==> src/sv/evm_pkg.sv <==
// package: payload types, constants and atan table for the view matrix generator
package evm_pkg;

    localparam int CORDIC_STEPS = 16;
    localparam int STEP_W = $clog2(CORDIC_STEPS + 1);
    localparam int FULL_TURN = 23040;
    localparam logic signed [33:0] CORDIC_GAIN = 34'sh026DD3B6A;
    localparam logic signed [31:0] ONE_Q16 = 32'sd65536;
    localparam logic signed [31:0] POS_Z_RESET = -32'sd131072;
    // ceil(2^43 / 45): floor(angle * 2^32 / 23040) = (angle * ANG_RECIP) >> 20
    localparam logic [37:0] ANG_RECIP = 38'd195468733827;

    typedef struct packed {
        logic signed [31:0] move_x;
        logic signed [31:0] move_y;
        logic signed [31:0] move_z;
        logic signed [15:0] turn_x;
        logic signed [15:0] turn_y;
        logic signed [15:0] turn_z;
    } in_beat_t;

    typedef struct packed {
        logic [1:0]         row_index;
        logic signed [31:0] elem_0;
        logic signed [31:0] elem_1;
        logic signed [31:0] elem_2;
        logic signed [31:0] elem_3;
        logic               last_row;
    } out_beat_t;

    function automatic logic [31:0] atan_entry(input logic [4:0] i);
        logic [31:0] r;
        case (i)
            5'd0:  r = 32'h20000000;
            5'd1:  r = 32'h12E4051E;
            5'd2:  r = 32'h09FB385B;
            5'd3:  r = 32'h051111D4;
            5'd4:  r = 32'h028B0D43;
            5'd5:  r = 32'h0145D7E1;
            5'd6:  r = 32'h00A2F61E;
            5'd7:  r = 32'h00517C55;
            5'd8:  r = 32'h0028BE53;
            5'd9:  r = 32'h00145F2F;
            5'd10: r = 32'h000A2F98;
            5'd11: r = 32'h000517CC;
            5'd12: r = 32'h00028BE6;
            5'd13: r = 32'h000145F3;
            5'd14: r = 32'h0000A2FA;
            5'd15: r = 32'h0000517D;
            5'd16: r = 32'h000028BE;
            5'd17: r = 32'h0000145F;
            5'd18: r = 32'h00000A30;
            5'd19: r = 32'h00000518;
            5'd20: r = 32'h0000028C;
            5'd21: r = 32'h00000146;
            5'd22: r = 32'h000000A3;
            5'd23: r = 32'h00000051;
            default: r = 32'h0;
        endcase
        return r;
    endfunction

endpackage

==> src/sv/evm_cordic.sv <==
// iterative cordic: sine and cosine of an angle in 1/64 degree, q16.16
module evm_cordic
(
    input  logic               clk,
    input  logic               rst_n,
    input  logic               start,
    input  logic [14:0]        angle,
    output logic               done,
    output logic signed [31:0] cos_q16,
    output logic signed [31:0] sin_q16
);

    typedef enum logic [3:0]
    {
        C_IDLE = 4'b0001,
        C_MAP  = 4'b0010,
        C_ITER = 4'b0100,
        C_FIN  = 4'b1000
    } cst_t;

    cst_t state_reg, state_next;
    logic [evm_pkg::STEP_W-1:0] step_reg, step_next;
    logic signed [33:0] x_reg, x_next, y_reg, y_next;
    logic signed [32:0] z_reg, z_next;
    logic flip_reg, flip_next;
    logic [51:0] prod_reg, prod_next;
    logic [31:0] b;
    logic signed [33:0] dx, dy;
    logic signed [33:0] xr, yr;
    logic signed [32:0] at;

    assign b = prod_reg[51:20];
    assign dx = y_reg >>> step_reg;
    assign dy = x_reg >>> step_reg;
    assign at = {1'b0, evm_pkg::atan_entry(5'(step_reg))};
    assign xr = (x_reg + 34'sd8192) >>> 14;
    assign yr = (y_reg + 34'sd8192) >>> 14;

    always_comb
    begin
        state_next = state_reg;
        step_next = step_reg;
        x_next = x_reg;
        y_next = y_reg;
        z_next = z_reg;
        flip_next = flip_reg;
        prod_next = prod_reg;
        done = 1'b0;
        case (state_reg)
            C_IDLE:
            begin
                if (start)
                begin
                    prod_next = 52'(angle) * 52'(evm_pkg::ANG_RECIP);
                    state_next = C_MAP;
                end
            end
            C_MAP:
            begin
                flip_next = b[31] ^ b[30];
                z_next = 33'(signed'(b + ((b[31] ^ b[30]) ? 32'h80000000 : 32'h0)));
                x_next = evm_pkg::CORDIC_GAIN;
                y_next = '0;
                step_next = '0;
                state_next = C_ITER;
            end
            C_ITER:
            begin
                if (z_reg >= 0)
                begin
                    x_next = x_reg - dx;
                    y_next = y_reg + dy;
                    z_next = z_reg - at;
                end
                else
                begin
                    x_next = x_reg + dx;
                    y_next = y_reg - dy;
                    z_next = z_reg + at;
                end
                step_next = step_reg + 1'b1;
                if (step_reg == evm_pkg::STEP_W'(evm_pkg::CORDIC_STEPS - 1))
                    state_next = C_FIN;
            end
            C_FIN:
            begin
                done = 1'b1;
                state_next = C_IDLE;
            end
            default: state_next = C_IDLE;
        endcase
    end

    assign cos_q16 = flip_reg ? -xr[31:0] : xr[31:0];
    assign sin_q16 = flip_reg ? -yr[31:0] : yr[31:0];

    always_ff @(posedge clk or negedge rst_n)
    begin
        if (!rst_n)
        begin
            state_reg <= C_IDLE;
            step_reg <= '0;
        end
        else
        begin
            state_reg <= state_next;
            step_reg <= step_next;
        end
    end

    always_ff @(posedge clk)
    begin
        x_reg <= x_next;
        y_reg <= y_next;
        z_reg <= z_next;
        flip_reg <= flip_next;
        prod_reg <= prod_next;
    end

endmodule

==> config.mk <==
export PLATFORM = sky130hd
export DESIGN_NAME = evm_cordic
export DESIGN_NICKNAME = d
export VERILOG_FILES = /design/src/sv/evm_pkg.sv /design/src/sv/evm_cordic.sv
export SDC_FILE = /design/constraint.sdc
export NUM_CORES = 1
export LEC_CHECK = 0
export ABC_AREA = 1
export BUFFER_PORTS_ARGS = -buffer_cell sky130_fd_sc_hd__buf_2
export CAP_MARGIN = 20
export CORE_MARGIN = 2
export CORE_UTILIZATION = 30
export DETAILED_ROUTE_END_ITERATION = 8
export PLACE_DENSITY = 0.41
export SYNTH_ARGS = -nofsm -noshare
export SYNTH_HDL_FRONTEND = slang
export SYNTH_SLANG_ARGS = --single-unit
==> constraint.sdc <==
create_clock -name clk -period 6.8 [get_ports clk]
set_input_delay 0.68 -clock clk [delete_from_list [all_inputs] [get_ports clk]]
set_output_delay 0.68 -clock clk [all_outputs]
set_load 0.02 [all_outputs]
# == Word level (Yosys, flattened, before mapping) ==
# Memory sizes are Yosys's and may differ from the RTL's.
# Cells that the tools add are included.
# op_classes
magnitude_cmp,1
n_div,0
shifts,2
eq_ne,7
bitwise,1
n_addsub,12
n_reduce_logical,3
n_mul,1
n_mux,14
# ops
cell,count
$pmux W34 S2,2
$mux W32,3
$add A34 B15 Y34 const B,2
$add A34 B34 Y34,2
$mux W34,2
$sshr A34 B5 Y34,2
$sub A34 B34 Y34,2
$pmux W33 S2,1
$neg A32 Y32,2
$mul A15 B38 Y52 const B,1
$add A33 B33 Y33,1
$ge A33 B1 Y1 const B,1
$mux W33,1
$sub A33 B33 Y33,1
$add A32 B32 Y32,1
$pmux W4 S3,1
$pmux W5 S2,1
$mux W4,2
$add A5 B1 Y5 const B,1
$eq A5 B4 Y1 const B,1
$eq A4 B1 Y1 const B,1
$eq A4 B2 Y1 const B,1
$eq A4 B3 Y1 const B,1
$eq A4 B4 Y1 const B,1
other kinds (5),7
# word_totals
latchBits,0
rom_bits,960
word_cells,49
ram_bits,0
out_inout_bits,65
reg_bits,163
in_bits,18
memories,1
# memory_table
memory,depth,width,read_ports,rd_clocked_by_memory_dff,write_ports,line,text
(no name shown),32,30,1,0,0,evm_pkg.sv:33,case (i)

# == Longest topological paths before layout ==
# Gate-level depths: netlist (run 1).
# logic_depth
ltp_word,4
ltp_mapped,40
ltp_nobuf,37

# == Least setup slack after synthesis (run 1) ==
# No wires, ideal clock.
# synth_path
kind,input to register
startpoint,input port angle[13]
endpoint,register prod_reg[45] (data pin)
path_stages,20
path_slack_ns,1.249
arrival_ns,5.292
required_time_ns,6.542
n_path_buf,1
setup_time_ns,0.258
path_cell_list,inv_1 ha_1 fa_1 inv_1 fa_1 fa_1 fa_1 fa_1 ha_1 clkbuf_1 nand2_1 nor2_1 inv_1 nor2_1 inv_1 nor2_1 nand3_1 o2111ai_1 a31oi_1 xnor2_1
# synth_between
elab_chain_cells,1
# synth_rtl
item,line,text
"start, declared",evm_cordic.sv:7,"input logic [14:0] angle,"
$mul A15 B38 Y52,evm_cordic.sv:54,prod_next = 52'(angle) * 52'(evm_pkg::ANG_RECIP);
"end signal, assigned",evm_cordic.sv:117,prod_reg <= prod_next;
"end, declared",evm_cordic.sv:26,"logic [51:0] prod_reg, prod_next;"
# Every way passes these cells.
# A chain may end at the register's enable or synchronous reset.

# == Final worst setup path (run 1) ==
# layout_path
startpoint,register step_reg[0] (netlist name)
endpoint,register x_reg[23] (data pin)
# layout_between
elab_chain_cells,4
word_cells_on_any_way,5
cone_classes,add/sub: 2; shift: 1; mux: 2
# layout_rtl
item,line,text
"start, declared",evm_cordic.sv:22,"logic [evm_pkg::STEP_W-1:0] step_reg, step_next;"
"start signal, assigned",evm_cordic.sv:107,step_reg <= step_next;
$sshr A34 B5 Y34 (*),evm_cordic.sv:33,assign dx = y_reg >>> step_reg;
$add A34 B34 Y34 / $sub A34 B34 Y34 (equally long branches),"evm_cordic.sv:77, evm_cordic.sv:71",
$mux W34 (*),evm_cordic.sv:69,if (z_reg >= 0)
$pmux W34 S2 (*),evm_cordic.sv:49,case (state_reg)
"end signal, assigned",evm_cordic.sv:113,x_reg <= x_next;
"end, declared",evm_cordic.sv:23,"logic signed [33:0] x_reg, x_next, y_reg, y_next;"
# Mark *: on every way between the ends. The rest lies on a longest branch, timed or not.

==> results by group, run 1 <==
Run status
  – Status: completed

Min path
  – HP Start: start
  – Hold WC Path Type: input port to register

Run
  – Number of max-cap violations: 0

Clocking
  – Clk_lat worst skew: slightly above 500 ps
  – H-tree Lvls: 4
  – Reg clk slew, reported paths: around 70 ps
  – Post-CTS setup buffer count: 0
  – Root Buffer: clkbuf_16
  – Clk buf depth: 2
  – Post-CTS Resized: 0
  – CTS tree: yes
  – CTS buffer count: 17
  – Clock Sinks: roughly 140

Route
  – First DRT Iteration DRCs: 1,683
  – Routed WL: a little under 90,000 um
  – DRC: 0
  – Post-route ant nets: 0
  – Via count: 24,100
  – Wire per inst: 18.2 um
  – Drt pass-1 iters: 6
  – Mean number of vias per cell: 4.94

Timing
  – Max-slew headroom: 29.3%
  – RSZ-0062 raised after global routing: no
  – Final setup viols: 0
  – Total Neg Setup Slack: 0 ps
  – Post-layout min period: between 5000 and 6000 ps
  – Final critical-path share of the clock period: a little under nine tenths
  – Final Skew: about 26 ps
  – Final Hold Vio Count: 0
  – Worst-Margin Slew: around 1000 ps
  – FMAX: approximately 170 MHz
  – Final Max Tran Viols: 0

Logic synthesis
  – Synthesized instance count: approximately 3,800
  – Synthesized flop and latch total: between 100 and 150
  – Yosys cell types: just under 70
  – Area leader, netlist: edfxtp_1
  – Sequential share of the synthesized area: between 10% and 20%
  – Yosys warns: 0
  – Top cells by area, synth: edfxtp_1 16%, nand2_1 15%, ha_1 12%
  – Post-Syn Area: 24,900 um2
  – Yosys top cell area share: 16.1%
  – Mapped Nets: between 4,000 and 5,000
  – Syn avg cell area: roughly 6.6 um2
  – Post-synth EDFFs: 134
  – Most used DFF post-synth: edfxtp_1
  – Ys async rst share: between 6 and 7%

Final layout
  – Register Area: approximately 4300 um2
  – Leading cell types in the layout, fill and taps excluded: 980 x nand2_1, 494 x inv_1, 335 x nand3_1
  – FILL cells: 9,318
  – Multi-input logic area: roughly 18,000 um2
  – Commonest non-fill, non-tap cell in the layout: nand2_1
  – Layout area overhead: 8.09%
  – # diodes: 0
  – Fraction of layout cells with a size suffix above 1: under 10%
  – Nets: between 4,000 and 5,000

Placement
  – Dpl hpwl: 73,400 um
  – RePlAce Congestion: roughly 0.89
  – Port-buffer cells: between 80 and 90

Worst setup path
  – Worst setup SP type: register
  – Max incr delay on CP: approximately 620 ps
  – Delay-heaviest family, CP: compound AO/OA/AOI/OAI gates
  – Worst Path Max Fanout: slightly above 60
  – Cell with the most instances on the worst path: nand2_1
  – CP endpoint kind: register
  – Reg2reg start: step_reg[0]$_DFFE_PN0N_
  – Critical path required time: roughly 7100 ps
  – Setup Crit Path Kind: register to register
  – Arrival time worst endpoint: slightly above 6000 ps
  – Buf/Inv on CP: 5
  – Slowest CP cell: dfrtp_4
  – Critical Path Source: step_reg[0]$_DFFE_PN0N_

Global routing
  – Largest net degree at the start of global routing: between 60 and 70
  – Initial antenna violation count: 2
  – Vias in the first global route: between 20,000 and 25,000
  – First-pass GRT wire length: between 100,000 and 150,000 um
  – GRT Overall Usage: a little over a fifth
  – GRT Residual Overflow: 0

Floorplan
  – CORE AREA: about 82,000 um2
  – Initial core utilization: 30.3%
  – Die Span X: 292 um
  – Ports: between 80 and 90
  – Die area: between 80,000 and 90,000 um2
  – Die H: 292 um
  – Std-Cell Rows: about 110
## synth_stat cells (9+ instances only)
master,count
nand2_1,981
nor3_1,31
or2_2,18
nor2_2,18
o22ai_1,12
inv_2,11
xor2_1,119
fa_1,86
nand3_2,16
nand4_1,34
nor4_1,17
xnor2_1,66
clkbuf_1,40
a31oi_1,28
nor2_1,316
o21bai_1,15
o211ai_1,11
o21ai_1,34
buf_1,12
o21a_1,24
o21ai_0,220
o21ai_2,14
edfxtp_1,134
buf_4,9
nand3_1,335
a21oi_1,241
nand2_2,14
nor2_4,9
ha_1,248
buf_6,15
inv_1,494
buf_2,35
a21o_1,14
## worst register-to-register path: cells and delay by family, from the launching register on
kind | cells | cell delay (ps)
AND/OR/NAND/NOR | 10 | 1230
buffers and inverters | 5 | 620
flip-flops | 1 | 620
XOR/XNOR | 1 | 180
adder cells (fa/ha/maj) | 2 | 460
AO/OA/AOI/OAI | 10 | 2430
## per-stage QoR
stage | util, % | setup slack (ps) | hold slack (ps) | cell area, um2 | std cells
2_1_floorplan | - | 1250 | 384 | 24900 | 3771
3_5_place_dp | 32.0 | 591 | 514 | 26400 | 4840
4_1_cts | 32.8 | 992 | 436 | 27000 | 4873
5_1_grt | 32.8 | 280 | 456 | 27000 | 4873
3_3_place_gp | 32.0 | 611 | 511 | 26400 | 4840
6_report | 32.8 | 994 | 473 | 27000 | 4873
## cell type report
cell class,instances,area share (%)
repair buffers,113,2.53
clock buffers,17,1.58
well taps,1070,4.96
inverters,508,7.08
clock inverters,15,0.659
flip-flops and latches,143,15.8
multi-input cells,3007,67.4
## cells by family (layout without fill, tap and decap cells)
group,Yosys count,after routing,share of synthesized area (%)
AO/OA/AOI/OAI,660,660,15.1
XOR/XNOR,186,186,6.56
adder cells (fa/ha/maj),334,334,19.3
buffers and inverters,621,653,10.2
flip-flops,143,143,17.0
AND/OR/NAND/NOR,1827,1827,31.7
## layer usage
layer	vias to the layer above	track usage, %	wire, um
met5	-	0	27
met4	4	5.65	2040
met3	86	2.37	3350
met2	469	35.7	41700
met1	11000	28.0	41500
li1	12500	-	-
## what timing repair did
| item | CTS | global route |
|---|---|---|
| hold endpoints to repair | 5 | 0 |
| hold buffers | 1 | 0 |
| endpoints found under the setup margin | 0 | 0 |
## path summary, 6_finish.rpt
check / end / slack [ps] / depth (start not counted)
worst max-delay path: x_reg[23]$_SDFFCE_PN1N_ / 990 / 28
worst min-delay path: state_reg[1]$_DFFE_PN0P_ / 470 / 3
worst max register to register: x_reg[23]$_SDFFCE_PN1N_ / 990 / 28
worst min register to register: z_reg[1]$_DFFE_PN_ / 520 / 2
max in group asynchronous: state_reg[0]$_DFFE_PN1P_ / 5980 / 2
min in group asynchronous: state_reg[1]$_DFFE_PN0P_ / 570 / 2
Power of run 1 is left out: the tool's default activity adds up to more than one toggle a clock period on the data nets, which glitch-free logic cannot reach.
==> inputs of run 2 (changes only) <==
- GPL_TIMING_DRIVEN: not set -> 0
- MAX_ROUTING_LAYER: not set -> met4
- PLACE_DENSITY: 0.41 -> 0.47
==> results by group, run 2 (synthesis results as in run 1) <==
Final layout
  – Post-route insts no fill: 4,964 (+1.9%)
  – # diodes: 0 (unchanged)
  – Commonest non-fill, non-tap cell in the layout: nand2_1
  – Nets: 4,234 (+2.2%)
  – Layout area overhead: 10.0%
  – Leading cell types in the layout, fill and taps excluded: 980 x nand2_1, 494 x inv_1, 335 x nand3_1
  – Fraction of layout cells with a size suffix above 1: 8.12% (+0.73 points)

Timing
  – Post-layout min period: 6380 ps (+576 ps)
  – Final setup viols: 0 (unchanged)
  – Max-slew headroom: 21.9% (-7.5 points)
  – Final Skew: 16.0 ps (-10.3 ps)
  – Hold Slack: 488 ps (+15.5 ps)
  – FMAX: 157 MHz (-9.0%)
  – Final Max Tran Viols: 0 (unchanged)
  – RSZ-0062 raised after global routing: no
  – Final Hold Vio Count: 0 (unchanged)
  – Worst-Margin Slew: 1170 ps (+126 ps)
  – Worst Slack Setup Final: 418 ps (-576 ps)
  – Total Neg Setup Slack: 0 ps (unchanged)
  – Final critical-path share of the clock period: 93.9% (+8.5 points)

Route
  – DR WL met3: 4700 um (+40%)
  – DRC: 0 (unchanged)
  – Drt pass-1 iters: 6 (unchanged)
  – First DRT Iteration DRCs: 1,926 (+14%)
  – Mean number of vias per cell: 5.14 (+4.1%)
  – Routed WL: 103,000 um (+16%)
  – Wire per inst: 20.7 um (+14%)
  – Met2 wire len: 46,700 um (+12%)
  – WL met1: 46,800 um (+13%)
  – Via count: 25,500 (+6.0%)
  – Post-route ant nets: 0 (unchanged)
  – Top Layer Used: met4

Floorplan
  – Die Span X: 292 um (unchanged)
  – Die H: 292 um (unchanged)
  – CORE AREA: 82,200 um2 (unchanged)
  – Initial core utilization: 30.3% (unchanged)
  – Die area: 85,500 um2 (unchanged)
  – Ports: 83 (unchanged)
  – Std-Cell Rows: 105 (unchanged)

Clocking
  – Root Buffer: clkbuf_16
  – Clk buf depth: 2 (unchanged)
  – CTS buffer count: 17 (unchanged)
  – CTS tree: yes
  – Clk_lat worst skew: 500 ps (about the same)
  – Post-CTS setup buffer count: 0 (unchanged)
  – H-tree Lvls: 4 (unchanged)
  – Reg clk slew, reported paths: 70 ps (about the same)
  – Clock Sinks: 143 (unchanged)

Worst setup path
  – CP endpoint kind: register
  – Reg2reg path depth: 25 (-11%)
  – Reg2reg start: step_reg[1]$_DFFE_PN0N_
  – Setup Crit Path Kind: register to register
  – FF-to-FF setup slack: 420 ps (-580 ps)
  – Worst setup SP type: register
  – Worst Path Max Fanout: 12 (-81%)
  – Critical path required time: 7050 ps (about the same)
  – Worst r2r dst: z_reg[23]$_DFFE_PN_
  – Arrival time worst endpoint: 6630 ps (+580 ps)

Placement
  – RePlAce Congestion: 1.01 (+13%)
  – Placed insts: 4,932 (+1.9%)
  – Port-buffer cells: 82 (unchanged)
  – Post-Place Setup Slack: 123 ps (-468 ps)
  – Dpl hpwl: 85,800 um (+17%)

Global routing
  – First-pass GRT wire length: 153,000 um (+9.4%)
  – GRT Overall Usage: 24.4% (+3.5 points)
  – Vias in the first global route: 24,600 (+2.1%)
  – Initial antenna violation count: 0 (-2)
  – GRT Residual Overflow: 0 (unchanged)
  – Largest net degree at the start of global routing: 59 (-14%)

Min path
  – WHS Path Cells: 3 (unchanged)
  – Hold WC Path Type: input port to register
  – WHS Endpoint: state_reg[1]$_DFFE_PN0P_
  – HP Start: start

Run status
  – Status: completed

Run
  – Number of max-cap violations: 0 (unchanged)
[run 2: cell count changes in the layout (fill, tap and decap cells not counted), sizes merged]
| cell | before | now |
|---|---|---|
| buf | 112 | 163 |
| clkbuf | 17 | 58 |
| clkinv | 7 | 5 |
| bufinv | 2 | 3 |
| clkinvlp | 1 | 2 |
| inv | 513 | 512 |
[run 2: area by class of cell]
class                           instances  area (um2)
Clock inverter                         14         178
Sequential cell                       143        4250
Tap cell                             1070        1340
Multi-Input combinational cell       3007       18200
Fill cell                            9222       54800
Inverter                              508        1910
Buffer                                113         639
Clock buffer                           17         425
Timing Repair Buffer                   92         538
[run 2: critical path, cell delays in order (launching register included)]
cell,delay (ps)
dfrtp_1,530
inv_2,160
buf_2,290
clkbuf_4,320
ha_1,290
o21ai_0,310
a21oi_1,140
a211oi_2,370
ha_1,270
nand4_1,190
nor2_2,260
inv_1,110
nand2_4,160
xor2_1,300
ha_1,350
a21oi_1,260
inv_1,70
a31oi_1,320
o21ai_0,190
a21oi_2,240
inv_1,90
a21oi_1,250
o21ai_0,200
or2_2,310
nand3_1,70
nand2_1,60
[run 2: what timing repair did]
item                       in CTS  in global routing
hold endpoints to repair        1                  0
setup endpoints to repair       0                  1
resized for setup               0                  3
hold buffers                    1                  0
[run 2: per-layer routing]
metal | GRT usage [%] | vias up
met5 | - | -
met4 | 10.4 | 0
met3 | 2.28 | 164
met2 | 39.2 | 728
met1 | 31.5 | 11900
li1 | - | 12700
[run 2: how the worst max path moves through the flow]
stage / slack (ps) / start / cells after the start / to
global route: 90 / step_reg[1]$_DFFE_PN0N_ / 25 / z_reg[23]$_DFFE_PN_
floorplan: 1250 / angle[13] / 20 / prod_reg[45]$_DFFE_PP_
CTS: 310 / step_reg[1]$_DFFE_PN0N_ / 25 / z_reg[23]$_DFFE_PN_
finish: 420 / step_reg[1]$_DFFE_PN0N_ / 25 / z_reg[23]$_DFFE_PN_
detailed placement: 120 / angle[4] / 25 / prod_reg[49]$_DFFE_PP_
global placement: 110 / angle[4] / 25 / prod_reg[49]$_DFFE_PP_
[run 2: stage by stage]
stage               utilization [%]  area [um2]
floorplan                         -       24900
global placement               32.5       26700
detailed placement             32.6       26800
CTS                            33.4       27400
global route                   33.4       27500
finish                         33.4       27500
Power of run 2 is left out for the same reason.
==> inputs of run 3 (changes only) <==
- CORE_ASPECT_RATIO: not set -> 0.6
- clock period: 6.8 -> 7.4 ns (I/O delays scaled with it)
==> results by group, run 3 (synthesis results as in run 1) <==
Run
  – Number of max-cap violations: 0 (unchanged)

Floorplan
  – Std-Cell Rows: 81 (-23%)
  – Ports: 83 (unchanged)
  – Die area: 85,600 um2 (about the same)
  – Initial core utilization: 30.5% (+0.13 points)
  – CORE AREA: 81,900 um2 (-0.43%)
  – Die H: 227 um (-22%)
  – Die Span X: 376 um (+29%)

Worst setup path
  – Reg2reg path depth: 26 (+4.0%)
  – Worst Path Max Fanout: 13 (+1)
  – Delay-heaviest family, CP: compound AO/OA/AOI/OAI gates
  – Reg2reg start: step_reg[0]$_DFFE_PN0N_
  – Max incr delay on CP: 460 ps (-70 ps)
  – Arrival time worst endpoint: 7350 ps (+720 ps)
  – Critical Path Source: step_reg[0]$_DFFE_PN0N_
  – Setup Crit Path Kind: register to register
  – Worst setup SP type: register
  – Critical path required time: 7650 ps (+600 ps)
  – Buf/Inv on CP: 7 (+1)
  – Crit path depth: 26 (+4.0%)
  – CP endpoint kind: register
  – Slowest CP cell: dfrtp_1

Route
  – Via count: 26,700 (+4.7%)
  – DRC: 0 (unchanged)
  – WL met1: 64,900 um (+39%)
  – Routed WL: 117,000 um (+14%)
  – DR WL met3: 15,300 um (+230%)
  – Mean number of vias per cell: 5.37 (+4.4%)
  – Top Layer Used: met4
  – First DRT Iteration DRCs: 3,350 (+74%)
  – Post-route ant nets: 0 (unchanged)
  – Met2 wire len: 35,600 um (-24%)
  – Wire per inst: 23.4 um (+13%)
  – Drt pass-1 iters: 6 (unchanged)

Placement
  – Placed insts: 4,942 (+0.20%)
  – Dpl hpwl: 98,500 um (+15%)
  – RePlAce Congestion: 1.04 (+3.3%)
  – Port-buffer cells: 82 (unchanged)
  – Placed Area: 26,900 um2 (+0.13%)

Timing
  – Total Neg Setup Slack: 0 ps (unchanged)
  – Final Max Tran Viols: 0 (unchanged)
  – Worst-Margin Slew: 1220 ps (+52.6 ps)
  – Final critical-path share of the clock period: 96.0% (+2.1 points)
  – Final Hold Vio Count: 0 (unchanged)
  – Final setup viols: 0 (unchanged)
  – RSZ-0062 raised after global routing: no
  – Max-slew headroom: 18.4% (-3.5 points)
  – Hold Slack: 140 ps (-348 ps)
  – Final Skew: 16.9 ps (+0.883 ps)
  – FMAX: 141 MHz (-10%)
  – Post-layout min period: 7100 ps (+720 ps)

Final layout
  – FILL cells: 9,074 (-1.6%)
  – Register Area: 4250 um2 (unchanged)
  – Nets: 4,235 (+0.024%)
  – Leading cell types in the layout, fill and taps excluded: 980 x nand2_1, 494 x inv_1, 335 x nand3_1
  – Fraction of layout cells with a size suffix above 1: 8.16% (+0.047 points)
  – Post-route insts no fill: 4,978 (+0.28%)
  – Commonest non-fill, non-tap cell in the layout: nand2_1
  – Layout area overhead: 10.1% (about the same)
  – Final Instance Area: 27,500 um2 (about the same)
  – Multi-input logic area: 18,200 um2 (about the same)

Clocking
  – CTS tree: yes
  – Post-CTS setup buffer count: 0 (unchanged)
  – Reg clk slew, reported paths: 80 ps (about the same)
  – Clock Sinks: 143 (unchanged)
  – H-tree Lvls: 4 (unchanged)
  – CTS buffer count: 17 (unchanged)
  – Root Buffer: clkbuf_16
  – Clk_lat worst skew: 500 ps (about the same)
  – Clk buf depth: 2 (unchanged)

Global routing
  – Largest net degree at the start of global routing: 60 (+1.7%)
  – GRT Residual Overflow: 0 (unchanged)
  – GRT Overall Usage: 27.9% (+3.5 points)
  – Initial antenna violation count: 6 (+6)
  – Vias in the first global route: 23,900 (-3.0%)
  – First-pass GRT wire length: 168,000 um (+10%)

Run status
  – Status: completed

Min path
  – Hold WC Path Type: input port to async pin
==> run 3: area by class of cell <==
type	count	share of cell area (%)
Tap cell	1079	4.91
Sequential cell	143	15.5
Clock buffer	18	1.56
Timing Repair Buffer	93	2.09
Multi-Input combinational cell	3007	66.2
Inverter	508	6.95
Buffer	113	2.32
Clock inverter	14	0.515
Antenna cell	3	0.0273
==> run 3: timing repair <==
| item | 4_1_cts | 5_1_grt |
|---|---|---|
| resized for setup | 0 | 2 |
| hold buffers | 0 | 0 |
| endpoints found under the setup margin | 0 | 1 |
==> run 3: worst paths after layout <==
check                                            to  slack (ps)
max                             z_reg[23]$_DFFE_PN_         300
min                         step_reg[0]$_DFFE_PN0N_         140
max reg2reg                     z_reg[23]$_DFFE_PN_         300
min reg2reg                      z_reg[5]$_DFFE_PN_         530
max in group asynchronous  state_reg[0]$_DFFE_PN1P_        6960
min in group clk                 z_reg[5]$_DFFE_PN_         530
==> run 3: stage by stage <==
stage,util (%),setup slack (ps)
floorplan,-,1790
global placement,32.6,264
detailed placement,32.8,452
CTS,33.5,421
global route,33.6,177
finish,33.6,298
==> run 3: layer usage <==
| metal | global-route usage (%) | vias to the layer above |
|---|---|---|
| met5 | - | - |
| met4 | 3.30 | 0 |
| li1 | - | 12700 |
| met2 | 29.2 | 1192 |
| met3 | 9.25 | 59 |
| met1 | 47.3 | 12800 |
==> run 3: worst register-to-register path, delay by kind of cell (launching register included) <==
kind | cells | cell delay (ps)
XOR/XNOR | 1 | 210
AND/OR/NAND/NOR | 6 | 1360
adder cells (fa/ha/maj) | 3 | 930
buffers and inverters | 7 | 1270
AO/OA/AOI/OAI | 9 | 2630
flip-flops | 1 | 460
Power of run 3 is left out for the same reason.
